**src/hdl/tmtw_pkg.sv**
```systemverilog
`timescale 1ns / 1ps
// ----------------------------------------------------------------------------
// tmtw_pkg: shared types and constants of the text mode terminal writer
// Item formats, codes, register indexes and the controller state type.
// ----------------------------------------------------------------------------
package tmtw_pkg;

	// Default screen geometry.
	localparam int ROWS_DEF      = 25;
	localparam int COLS_DEF      = 80;
	localparam int TAB_WIDTH_DEF = 8;

	// Fixed field widths.
	localparam int ROW_OUT_W  = 5;
	localparam int COL_OUT_W  = 7;
	localparam int CELL_W     = 16;
	localparam int CFG_IDX_W  = 1;
	localparam int CFG_DATA_W = 4;

	// Configuration register indexes.
	localparam logic [CFG_IDX_W-1:0] REG_FORE = 1'b0;
	localparam logic [CFG_IDX_W-1:0] REG_BACK = 1'b1;

	// Item kinds.
	localparam logic [1:0] KIND_PUT   = 2'd0;
	localparam logic [1:0] KIND_MOVE  = 2'd1;
	localparam logic [1:0] KIND_CLEAR = 2'd2;
	localparam logic [1:0] KIND_READ  = 2'd3;

	// Character codes with a meaning of their own.
	localparam logic [7:0] CH_TAB   = 8'd9;
	localparam logic [7:0] CH_LF    = 8'd10;
	localparam logic [7:0] CH_SPACE = 8'd32;

	// Colour reset values and the blank cell that reset leaves behind.
	localparam logic [3:0] FORE_RESET = 4'd7;
	localparam logic [3:0] BACK_RESET = 4'd0;
	localparam logic [CELL_W-1:0] BLANK_RESET = {BACK_RESET, FORE_RESET, CH_SPACE};

	typedef struct packed {
		logic [1:0] kind;
		logic [7:0] char_code;
		logic [7:0] target_row;
		logic [7:0] target_col;
	} item_t;

	typedef struct packed {
		logic [ROW_OUT_W-1:0] cursor_row;
		logic [COL_OUT_W-1:0] cursor_col;
		logic [CELL_W-1:0]    cell_value;
		logic                 did_scroll;
	} res_t;

	// Commands from the controller to the datapath.
	typedef struct packed {
		logic take;       // apply the item on the input
		logic sweep;      // write one blank cell of the running sweep
		logic init_fill;  // sweep writes the reset blank cell
		logic load_cell;  // capture the memory read data into the result
	} ctl_cmd_t;

	// Status from the datapath to the controller.
	typedef struct packed {
		logic is_read;
		logic needs_sweep;
		logic sweep_last;
	} dp_stat_t;

	typedef enum logic [1:0] {
		ST_INIT,
		ST_IDLE,
		ST_READ,
		ST_SWEEP
	} state_t;

endpackage

```
**src/hdl/tmtw_ctrl.sv**
```systemverilog
`timescale 1ns / 1ps
// ----------------------------------------------------------------------------
// tmtw_ctrl: controller of the text mode terminal writer
// Sequences item acceptance, memory sweeps, cell reads and the result slot.
// ----------------------------------------------------------------------------
module tmtw_ctrl (
	input  logic               clk,
	input  logic               arst_n,
	input  logic               in_valid,
	output logic               in_ready,
	output logic               out_valid,
	input  logic               out_ready,
	input  tmtw_pkg::dp_stat_t stat,
	output tmtw_pkg::ctl_cmd_t cmd
);
	import tmtw_pkg::*;

	state_t state_q, state_n;
	logic   out_valid_q, out_valid_n;
	logic   set_out;

	always_ff @(posedge clk or negedge arst_n) begin
		if (!arst_n) begin
			state_q     <= ST_INIT;
			out_valid_q <= 1'b0;
		end else begin
			state_q     <= state_n;
			out_valid_q <= out_valid_n;
		end
	end

	always_comb begin
		state_n  = state_q;
		cmd      = '0;
		in_ready = 1'b0;
		set_out  = 1'b0;
		case (state_q)
			ST_INIT: begin
				cmd.sweep     = 1'b1;
				cmd.init_fill = 1'b1;
				if (stat.sweep_last) begin
					state_n = ST_IDLE;
				end
			end
			ST_IDLE: begin
				in_ready = !out_valid_q || out_ready;
				cmd.take = in_valid && in_ready;
				if (cmd.take) begin
					if (stat.is_read) begin
						state_n = ST_READ;
					end else if (stat.needs_sweep) begin
						state_n = ST_SWEEP;
					end else begin
						set_out = 1'b1;
					end
				end
			end
			ST_READ: begin
				cmd.load_cell = 1'b1;
				set_out       = 1'b1;
				state_n       = ST_IDLE;
			end
			ST_SWEEP: begin
				cmd.sweep = 1'b1;
				if (stat.sweep_last) begin
					set_out = 1'b1;
					state_n = ST_IDLE;
				end
			end
			default: begin
				state_n = ST_INIT;
			end
		endcase
		out_valid_n = set_out || (out_valid_q && !out_ready);
	end

	assign out_valid = out_valid_q;

	// The result slot is empty for the whole of any sweep.
	assert property (@(posedge clk) disable iff (!arst_n)
		(state_q == ST_SWEEP || state_q == ST_INIT) |-> !out_valid_q)
		else $error("result pending during a memory sweep");

	// A read item presents its result in the cycle after its ST_READ cycle.
	assert property (@(posedge clk) disable iff (!arst_n)
		(state_q == ST_READ) |=> (out_valid_q && state_q == ST_IDLE))
		else $error("read result not presented after read cycle");

	// Items that need no sweep and no read have their result in the next cycle.
	assert property (@(posedge clk) disable iff (!arst_n)
		(cmd.take && !stat.is_read && !stat.needs_sweep) |=>
		(out_valid_q && state_q == ST_IDLE))
		else $error("single-cycle item did not produce a result");

endmodule

```
**config.mk**
```make
export PLATFORM = sky130hd
export DESIGN_NAME = tmtw_ctrl
export DESIGN_NICKNAME = d
export VERILOG_FILES = /design/src/hdl/tmtw_pkg.sv /design/src/hdl/tmtw_ctrl.sv
export SDC_FILE = /design/constraint.sdc
export NUM_CORES = 1
export LEC_CHECK = 0
export BUFFER_PORTS_ARGS = -buffer_cell sky130_fd_sc_hd__buf_2
export CORE_AREA = 2 2 39 41
export CTS_BUF_LIST = sky130_fd_sc_hd__clkbuf_8 sky130_fd_sc_hd__clkbuf_16
export CTS_CLUSTER_DIAMETER = 30
export DETAILED_ROUTE_END_ITERATION = 8
export DIE_AREA = 0 0 41 43
export HOLD_SLACK_MARGIN = 0.05
export PLACE_DENSITY = 0.44
export SETUP_SLACK_MARGIN = 0.3
export SLEW_MARGIN = 30
export SYNTH_ARGS = -nofsm -noshare
export SYNTH_HDL_FRONTEND = slang
export SYNTH_SLANG_ARGS = --single-unit
export TNS_END_PERCENT = 1
```
**constraint.sdc**
```tcl
create_clock -name clk -period 2.8 [get_ports clk]
set_input_delay 0.14 -clock clk [delete_from_list [all_inputs] [get_ports clk]]
set_output_delay 0.14 -clock clk [all_outputs]
set_load 0.005 [all_outputs]
```
==> results.md, run 1 <==
* H-tree levels at 1
* DRT iter0 DRCs at 3
* Die height at 43 µm
* First-pass GRT wire length at 1.041 mm
* Most frequent cell after synthesis: ha_1
* CP max-delay cell: dfrtp_1
* TNS Setup at 0 ns
* Synth Instances at 23
* Synth area leaders: dfrtp_1 33%, ha_1 22%, inv_1 5.0%
* Worst-path clk slew at 0.03 ns
* Vias at 234
* Worst-Margin Slew at 0.2223 ns
* Ant. Diodes at 0
* Crit path arrival time at 1.61 ns
* Clock Sinks at 3
* CP max stage delay at 0.40 ns
* Number of synthesized register bits at 3
* Tightest Hold Check Type: input pin to register
* Post-Syn Nets at 34
* Worst path required time at 2.87 ns
* FF/Latch Area at 75.07 µm²
* RSZ-0062 raised after global routing: false
* Multi-input gate area in the final layout at 138.9 µm²
* Predominant post-synthesis flop cell: dfrtp_1
* Total power at 0.3688 mW
* Top-area cell type share of the netlist area at 0.3333
* Number of global-route vias before repair at 240
* Post-synth top cells: 4 x ha_1, 3 x dfrtp_1, 3 x inv_1
* CP max FO at 4
* Setup bufs post-CTS at 0
* Peak VDD IR at 0.2817 mV
* Clk_lat worst skew at 0.22 ns
* Final hold viol count at 0
* Synthesis warning total at 0
* Top Family by Delay on Critical Path: compound AO/OA/AOI/OAI gates
* Num rows at 14
* Longest Clk Path Bufs at 2
* Relative slew slack at 0.8508
* Crit Path Class: register to register
* Post-DP HPWL at 476.4 µm
* Area Overhead vs Synth at 60.00%
* Fin crit period at 1.546 ns
* Seq/Total Area, Yosys at 0.3333
* Post-route clock period utilization at 0.5521
* Setup-failing EPs final at 0
* First-pass DRT Iterations at 2
* I/O Pins at 13
* Final #Nets at 52
* Layout cells sized above 1 at 0.4000
* Drt wl/cell at 11.07 µm
* Mean Syn Cell Area at 9.792 µm²
* Critical path buffer and inverter count at 1
* GRT Residual Overflow at 0
* Final wirelength at 620 µm
* Design area at 360.3 µm²
* Number of synthesized flops with an enable pin at 0
* Global-route usage over all layers at 0.09319
* Synth async-reset ratio at 1.000
* Total of max-cap violations at 0
* Final antenna-violating net count at 0
* Leakage Power at 0.1940 nW
* Crit path cell chain: inv_1, ha_1, o21a_1, a311oi_1, a41oi_1
* Port Buf Inserts at 12
* Root Driver: clkbuf_8
* Max Clock Freq at 646.9 MHz
* Initial antenna violation count at 0
* RePlAce Congestion at 0.6871
* Worst Clk Skew at 0.002423 ns
* Fin. max-slew vios at 0
* Placed cell areas at 305.3 µm²
* FILL cells at 161
* Cell Pwr Density at 1023 nW/µm²
* Mapped Area at 225.2 µm²
* Starting Density at 0.1627
* Drt via density at 4.179
* Die area at 1763 µm²
* Synth area leader: dfrtp_1
* Core area at 1384 µm²
* Critical path launch point type: register
* Worst Setup End Kind: register
* TritonCTS Buffers at 3
* Largest net degree at the start of global routing at 7
* Synth cell types at 15
* # DRC at 0
* CTS tree: built
* Outcome: complete, no violations
* Die Wd at 41 µm
final cells by class:
class / instances / share of cell area
clock buffer: 3 / 0.1146
clock inverter: 1 / 0.01042
multi-input combinational: 17 / 0.3854
timing repair buffer: 13 / 0.1944
tap: 16 / 0.05556
sequential: 3 / 0.2083
inverter: 3 / 0.03125
routing by layer:
metal  up-vias  GRT usage  wire (µm)
li1        116          -          -
met1       103     0.1310        322
met2        15     0.1031        225
met3         0    0.05236         73
met4         0    0.06000          0
met5         -          0          0
cell families (layout without fill, tap and decap cells):
logic type | Yosys count | in the layout | synth area share
simple gates | 4 | 4 | 0.1000
flops | 3 | 3 | 0.3333
compound gates | 9 | 9 | 0.2945
buf+inv | 3 | 20 | 0.05000
fa+ha+maj | 4 | 4 | 0.2222
where the power goes:
group	internal (mW)	leakage, nW	switching, mW
Sequential	0.0619	0.0349	0.0150
Combinational	0.0843	0.132	0.0854
Clock	0.0934	0.0269	0.0289
Total	0.240	0.194	0.129
sequential cells by signal (all words and copies together), names as in the netlist:
name	cells
out_valid	1
state_q	2
cell usage in the layout, fill, tap and decap left out, types with 2 or more instances in the layout:
cell type,instances
ha_1,4
buf_2,12
clkbuf_8,3
dfrtp_1,3
inv_1,4
a21oi_1,2
through the flow:
stage	utilization	cells	hold slack (ns)	setup WS, ns
finish	0.2604	56	0.1976	1.254
global route	0.2604	56	0.2168	1.127
CTS	0.2604	56	0.1933	1.250
detailed placement	0.2206	51	-0.06016	1.265
global placement	0.2206	51	-0.06174	1.270
floorplan	-	23	-0.1556	1.411
final timing paths:
kind,from,end,slack [ns],cells past startpoint
setup / recovery,state_q[0],state_q[0],1.25,5
hold / removal,stat[2],state_q[0],0.20,2
setup reg to reg,state_q[0],state_q[0],1.25,5
hold reg to reg,state_q[1],state_q[1],0.62,2
max in group asynchronous,arst_n,state_q[0],2.44,2
min in group asynchronous,arst_n,state_q[1],0.25,2
timing repair:
item,4_1_cts,5_1_grt
gates resized for setup,0,0
endpoints found under the hold margin,3,0
hold buffers,1,0
No activity file was read; power rests on OpenSTA's default activity.
==> inputs of run 2 (changes only) <==
- PLACE_DENSITY: 0.44 -> 0.45
- clock period: 2.8 -> 1.4 ns (I/O delays scaled with it)
==> run 2 against run 1 <==
  * Design area is 29% higher
  * Die area stayed put
  * Sequential power is 99% higher
  * Via count is 23% higher
  * Register-to-register slack worse by 1.2 ns
  * First-iteration DRC count grew to 2.7 times the previous value
  * Critical path type unchanged
  * Critical endpoint is now state_q[1]
==> results.md, run 2 (same netlist as run 1, synthesis figures left out) <==
* Global-route usage over all layers at 0.1072 (+0.01403)
* Outcome: complete, no violations
* Cell Pwr Density at 2058 nW/µm² (+100%)
* Peak VDD IR at 0.4612 mV (+64%)
* Max Clock Freq at 723.3 MHz (+12%)
* Starting Density at 0.1627 (unchanged)
* Root Driver: clkbuf_8
* RePlAce Congestion at 0.7151 (+4.1%)
* Final hold viol count at 0 (unchanged)
* TNS Setup at 0 ns (unchanged)
* Worst-path clk slew at 0.03 ns (about the same)
* # DRC at 0 (unchanged)
* First-pass DRT Iterations at 4 (+2)
* I/O Pins at 13 (unchanged)
* Clk_lat worst skew at 0.22 ns (about the same)
* H-tree levels at 1 (unchanged)
* Most frequent cells in the layout: 12 x buf_2, 8 x buf_4, 3 x clkbuf_8
* Drt wl/cell at 11.45 µm (+3.4%)
* Flop2flop setup slack at 0.02 ns (-1.24 ns)
* Crit Path Class: register to register
* Area Overhead vs Synth at 106.7%
* FILL cells at 153 (-5.0%)
* Multi-input gate area in the final layout at 182.7 µm² (+32%)
* Setup WS pre-CTS at 0.03550 ns (-1.229 ns)
* Total power at 0.9580 mW (+160%)
* Vias at 287 (+23%)
* Core area at 1384 µm² (unchanged)
* Setup ws final at 0.01747 ns (-1.237 ns)
* Drt via density at 4.484 (+7.3%)
* Num rows at 14 (unchanged)
* Largest net degree at the start of global routing at 7 (unchanged)
* Placed cell areas at 324.1 µm² (+6.1%)
* Critical path launch point type: register
* Final #Nets at 60 (+15%)
* GRT Residual Overflow at 0 (unchanged)
* Setup-failing EPs final at 0 (unchanged)
* Final antenna-violating net count at 0 (unchanged)
* Initial antenna violation count at 0 (unchanged)
* Top reg by flops: state_q
* Die area at 1763 µm² (unchanged)
* Fin. max-slew vios at 0 (unchanged)
* Worst Setup End Kind: register
* RSZ-0062 raised after global routing: true
* Max reg flops at 2 (unchanged)
* Port Buf Inserts at 12 (unchanged)
* Fin crit period at 1.383 ns (-0.1633 ns)
* Post-route clock period utilization at 0.9875 (+0.4354)
* Total of max-cap violations at 0 (unchanged)
* Leakage Power at 0.2300 nW (+19%)
* CTS tree: built
* TritonCTS Buffers at 3 (unchanged)
* Crit path arrival time at 1.47 ns (-0.14 ns)
* Leading cell type in the layout, fill and taps excluded: buf_2
* CP max FO at 3 (-1)
* Longest Clk Path Bufs at 2 (unchanged)
* Tightest Hold Check Type: input pin to register
* Layout cells sized above 1 at 0.6667 (+0.2667)
* FF/Latch Area at 76.32 µm² (+1.7%)
* Design area at 465.4 µm² (+29%)
* Worst-Margin Slew at 0.2281 ns (+0.005843 ns)
* Clock Sinks at 3 (unchanged)
* Worst Clk Skew at 0.0004554 ns (-0.001968 ns)
* Relative slew slack at 0.8479 (-0.002891)
* First-pass GRT wire length at 1.173 mm (+13%)
* Number of global-route vias before repair at 299 (+25%)
* Final Hold Slack at 0.1077 ns (-0.08990 ns)
* Die Wd at 41 µm (unchanged)
* DRT iter0 DRCs at 8 (+5)
* Final wirelength at 733 µm (+18%)
* Worst path required time at 1.48 ns (-1.39 ns)
* Ant. Diodes at 0 (unchanged)
* Die height at 43 µm (unchanged)
==> run 2: changes by cell type in the layout (fill, tap and decap cells not counted), moves of 2 or more <==
cell / change
ha_1: -3
inv_1: -2
inv_2: +2
ha_4: +2
buf_4: +8
==> run 2: critical path, cell delays in order (launching register included) <==
cell and delay, ns:
dfrtp_1 0.38, inv_2 0.10, ha_4 0.22, o21a_1 0.20, buf_4 0.14, o211ai_1 0.10
a21oi_1 0.11
==> run 2: power by group <==
group / switching (mW) / internal (mW)
logic: 0.240 / 0.319
clock network: 0.0590 / 0.187
registers: 0.0275 / 0.126
==> run 2: final timing paths <==
kind,startpoint,to,cells after the start
worst max-delay path,state_q[1],state_q[1],6
worst min-delay path,stat[2],state_q[0],2
worst max register to register,state_q[1],state_q[1],6
worst min register to register,out_valid,out_valid,2
max in group asynchronous,arst_n,state_q[0],2
min in group asynchronous,arst_n,out_valid,2
==> run 2: layout make-up <==
class	instances	share of cell area
inverter	3	0.02419
sequential	3	0.1640
multi-input combinational	17	0.3925
timing repair buffer	21	0.2796
clock buffer	3	0.08871
tap	16	0.04301
clock inverter	1	0.008065
==> run 2: what timing repair did <==
action | 4_1_cts | 5_1_grt
resized for setup | 1 | 5
setup buffers | 6 | 2
setup endpoints to repair | 7 | 7
hold buffers | 1 | 0
endpoints found under the hold margin | 3 | 0
pin swaps | 2 | 2
==> run 2: through the flow <==
step,instances,util
3_5_place_dp,51,0.2342
3_3_place_gp,51,0.2342
2_1_floorplan,23,-
6_report,64,0.3363
5_1_grt,64,0.3363
4_1_cts,62,0.3083
==> run 2: routing by layer <==
layer  GRT usage  part of all wire
met1     0.08626              0.34
met2      0.1750              0.56
met3     0.04712             0.061
met4      0.1000             0.037
met5           0                 0
==> inputs of run 3 (changes only) <==
- ABC_AREA: unset -> 1
- PLACE_DENSITY: 0.45 -> 0.46
- clock period: 1.4 -> 1.6 ns (I/O delays scaled with it)
==> run 3 against run 2 <==
  * Utilization decreased by 3.7 points
  * Die area unchanged
  * Sequential share of layout area increased by 2.0 points
==> results.md, run 3 <==
* Initial antenna violation count at 0 (unchanged)
* Setup ws final at 0.3332 ns (+0.3157 ns)
* Synth cell types at 9 (-6)
* Predominant post-synthesis flop cell: dfrtp_1
* Longest Clk Path Bufs at 2 (unchanged)
* Number of global-route vias before repair at 207 (-31%)
* Seq/Total Area, Yosys at 0.2941 (-0.03922)
* Relative slew slack at 0.8955 (+0.04762)
* Area Overhead vs Synth at 62.25%
* Setup WS pre-CTS at 0.3241 ns (+0.2886 ns)
* Post-Syn Nets at 50 (+47%)
* Post-DP HPWL at 456.3 µm
* Leading cell type in the layout, fill and taps excluded: nand2_1
* R2r endpoint: state_q[0]
* Placed insts at 67 (+31%)
* Tightest Hold Check Type: input pin to register
* Port Buf Inserts at 12 (unchanged)
* HP Start: out_ready
* Total of max-cap violations at 0 (unchanged)
* Met2 usage at 0.08750 (-0.08750)
* Leakage Power at 0.2521 nW (+9.6%)
* Drt via density at 3.712 (-17%)
* Placed cell areas at 335.3 µm² (+3.5%)
* Total power at 0.7424 mW (-22%)
* Clock Sinks at 3 (unchanged)
* Fin crit period at 1.267 ns (-0.1157 ns)
* Synth async-reset ratio at 1.000 (unchanged)
* Synth Instances at 39 (+70%)
* I/O Pins at 13 (unchanged)
* Worst-path clk slew at 0.03 ns (about the same)
* Most frequent cells in the layout: 15 x nand2_1, 12 x buf_2, 6 x inv_1
* RePlAce Congestion at 0.7311 (+2.2%)
* Setup-failing EPs final at 0 (unchanged)
* First-pass DRT Iterations at 4 (unchanged)
* Final core utilization at 0.2993 (-0.03707)
* Worst path required time at 1.70 ns (+0.22 ns)
* Global routing's busiest layer: met2
* Fin. max-slew vios at 0 (unchanged)
* WHS Path Cells at 4 (+2)
* # DRC at 0 (unchanged)
* Synth area leaders: dfrtp_1 29%, nand2_1 22%, ha_1 20%
* Top reg by flops: state_q
* Outcome: complete, no violations
* Crit path arrival time at 1.36 ns (-0.11 ns)
* Clk_lat worst skew at 0.21 ns (about the same)
* Crit path top cell by count: nand2_1
* CP max-delay cell: dfrtp_1
* Synthesis warning total at 0 (unchanged)
* Reg2reg start: state_q[1]
* Mapped Area at 255.2 µm² (+13%)
* GRT Residual Overflow at 0 (unchanged)
* First-pass GRT wire length at 786 µm (-33%)
* H-tree levels at 1 (unchanged)
* Peak VDD IR at 0.4364 mV (-5.4%)
* Critical path launch point type: register
* Worst hold endpoint: out_valid
* Post-route clock period utilization at 0.7918 (-0.1958)
* TritonCTS Buffers at 3 (unchanged)
* Largest net degree at the start of global routing at 6 (-1)
* Worst Setup End Kind: register
* Starting Density at 0.1844 (+0.02170)
* Die area at 1763 µm² (unchanged)
* Met1 Track Usage GR at 0.08682 (+0.0005547)
* Final hold viol count at 0 (unchanged)
* DRT iter0 DRCs at 2 (-6)
* GRT met3 Usage at 0.04712 (unchanged)
* Num rows at 14 (unchanged)
* Cell Pwr Density at 1793 nW/µm² (-13%)
* CP max FO at 4 (+1)
* Top-area cell type share of the netlist area at 0.2941 (-0.03922)
* CP max stage delay at 0.40 ns (+0.02 ns)
* RSZ-0062 raised after global routing: true
* Final wirelength at 566 µm (-23%)
* Final Hold Slack at 0.1439 ns (+0.03616 ns)
* Die height at 43 µm (unchanged)
* Synth area leader: dfrtp_1
* Root Driver: clkbuf_8
* Worst-Margin Slew at 0.1567 ns (-0.07144 ns)
* Reg2reg path depth at 7 (+1)
* Core area at 1384 µm² (unchanged)
* Crit Path Class: register to register
* Post-synth top cells: 15 x nand2_1, 7 x inv_1, 4 x ha_1, 4 x nor2_1
* Flop2flop setup slack at 0.33 ns (+0.32 ns)
* Non-filler instance count after layout at 73 (+14%)
* Die Wd at 41 µm (unchanged)
* Max reg flops at 2 (unchanged)
* TNS Setup at 0 ns (unchanged)
* CTS tree: built
* Worst Clk Skew at 0.002256 ns (+0.001801 ns)
* Number of synthesized flops with an enable pin at 0 (unchanged)
* Final antenna-violating net count at 0 (unchanged)
* Drt wl/cell at 7.753 µm (-32%)
* Number of synthesized register bits at 3 (unchanged)
* Design area at 414.1 µm² (-11%)
* Ant. Diodes at 0 (unchanged)
* Global-route usage over all layers at 0.07028 (-0.03693)
* Layout cells sized above 1 at 0.4035 (-0.2632)
* Mean Syn Cell Area at 6.545 µm² (-33%)
* Max Clock Freq at 789.4 MHz (+9.1%)
* Crit path cell chain: inv_2, ha_1, nor2_1, a21oi_2, nand2_1, nand2_1, nand2_1
* Vias at 271 (-5.6%)
* Final #Nets at 69 (+15%)
* Most frequent cell after synthesis: nand2_1
run 3: cell families after synthesis:
logic type,Yosys count,synth area share
fa+ha+maj,4,0.1961
buf+inv,8,0.1177
compound gates,4,0.09313
flops,3,0.2941
simple gates,20,0.2990
run 3: worst max path at each step:
stage	from	to	slack, ns
finish	state_q[1]	state_q[0]	0.33
global route	state_q[1]	state_q[0]	0.27
CTS	state_q[1]	cmd[3]	0.29
detailed placement	state_q[0]	state_q[0]	0.32
global placement	state_q[0]	state_q[0]	0.32
floorplan	state_q[0]	state_q[0]	0.44
run 3: area by class of cell:
cell class	instances	area (µm²)
Inverter	8	30.03
Clock inverter	1	3.754
Tap cell	16	20.02
Multi-Input combinational cell	28	165.2
Timing Repair Buffer	14	77.57
Fill cell	161	969.7
Clock buffer	3	41.29
Sequential cell	3	76.32
run 3: timing repair:
action | CTS | global route
setup buffers | 0 | 1
pin swaps | 0 | 2
setup endpoints to repair | 2 | 4
hold buffers | 1 | 0
resized for setup | 4 | 2
endpoints found under the hold margin | 3 | 0
run 3: where the power goes:
| part | total (mW) | switching, mW | leakage [nW] | internal, mW |
|---|---|---|---|---|
| registers | 0.158 | 0.0451 | 0.0363 | 0.113 |
| clock network | 0.207 | 0.0446 | 0.0269 | 0.163 |
| logic | 0.377 | 0.198 | 0.189 | 0.179 |
run 3: critical path, delay by kind of cell, from the launching register on:
kind,cells,cell delay [ns]
AOI/OAI and AO/OA,1,0.14
adders and majority gates,1,0.29
buffers and inverters,1,0.07
DFF,1,0.40
and+or+nand+nor,4,0.25
run 3: per-layer routing:
layer | vias up | routed length, µm
met1 | 108 | 276
met2 | 9 | 242
met5 | - | 0
li1 | 154 | -
met3 | 0 | 47
met4 | 0 | 0
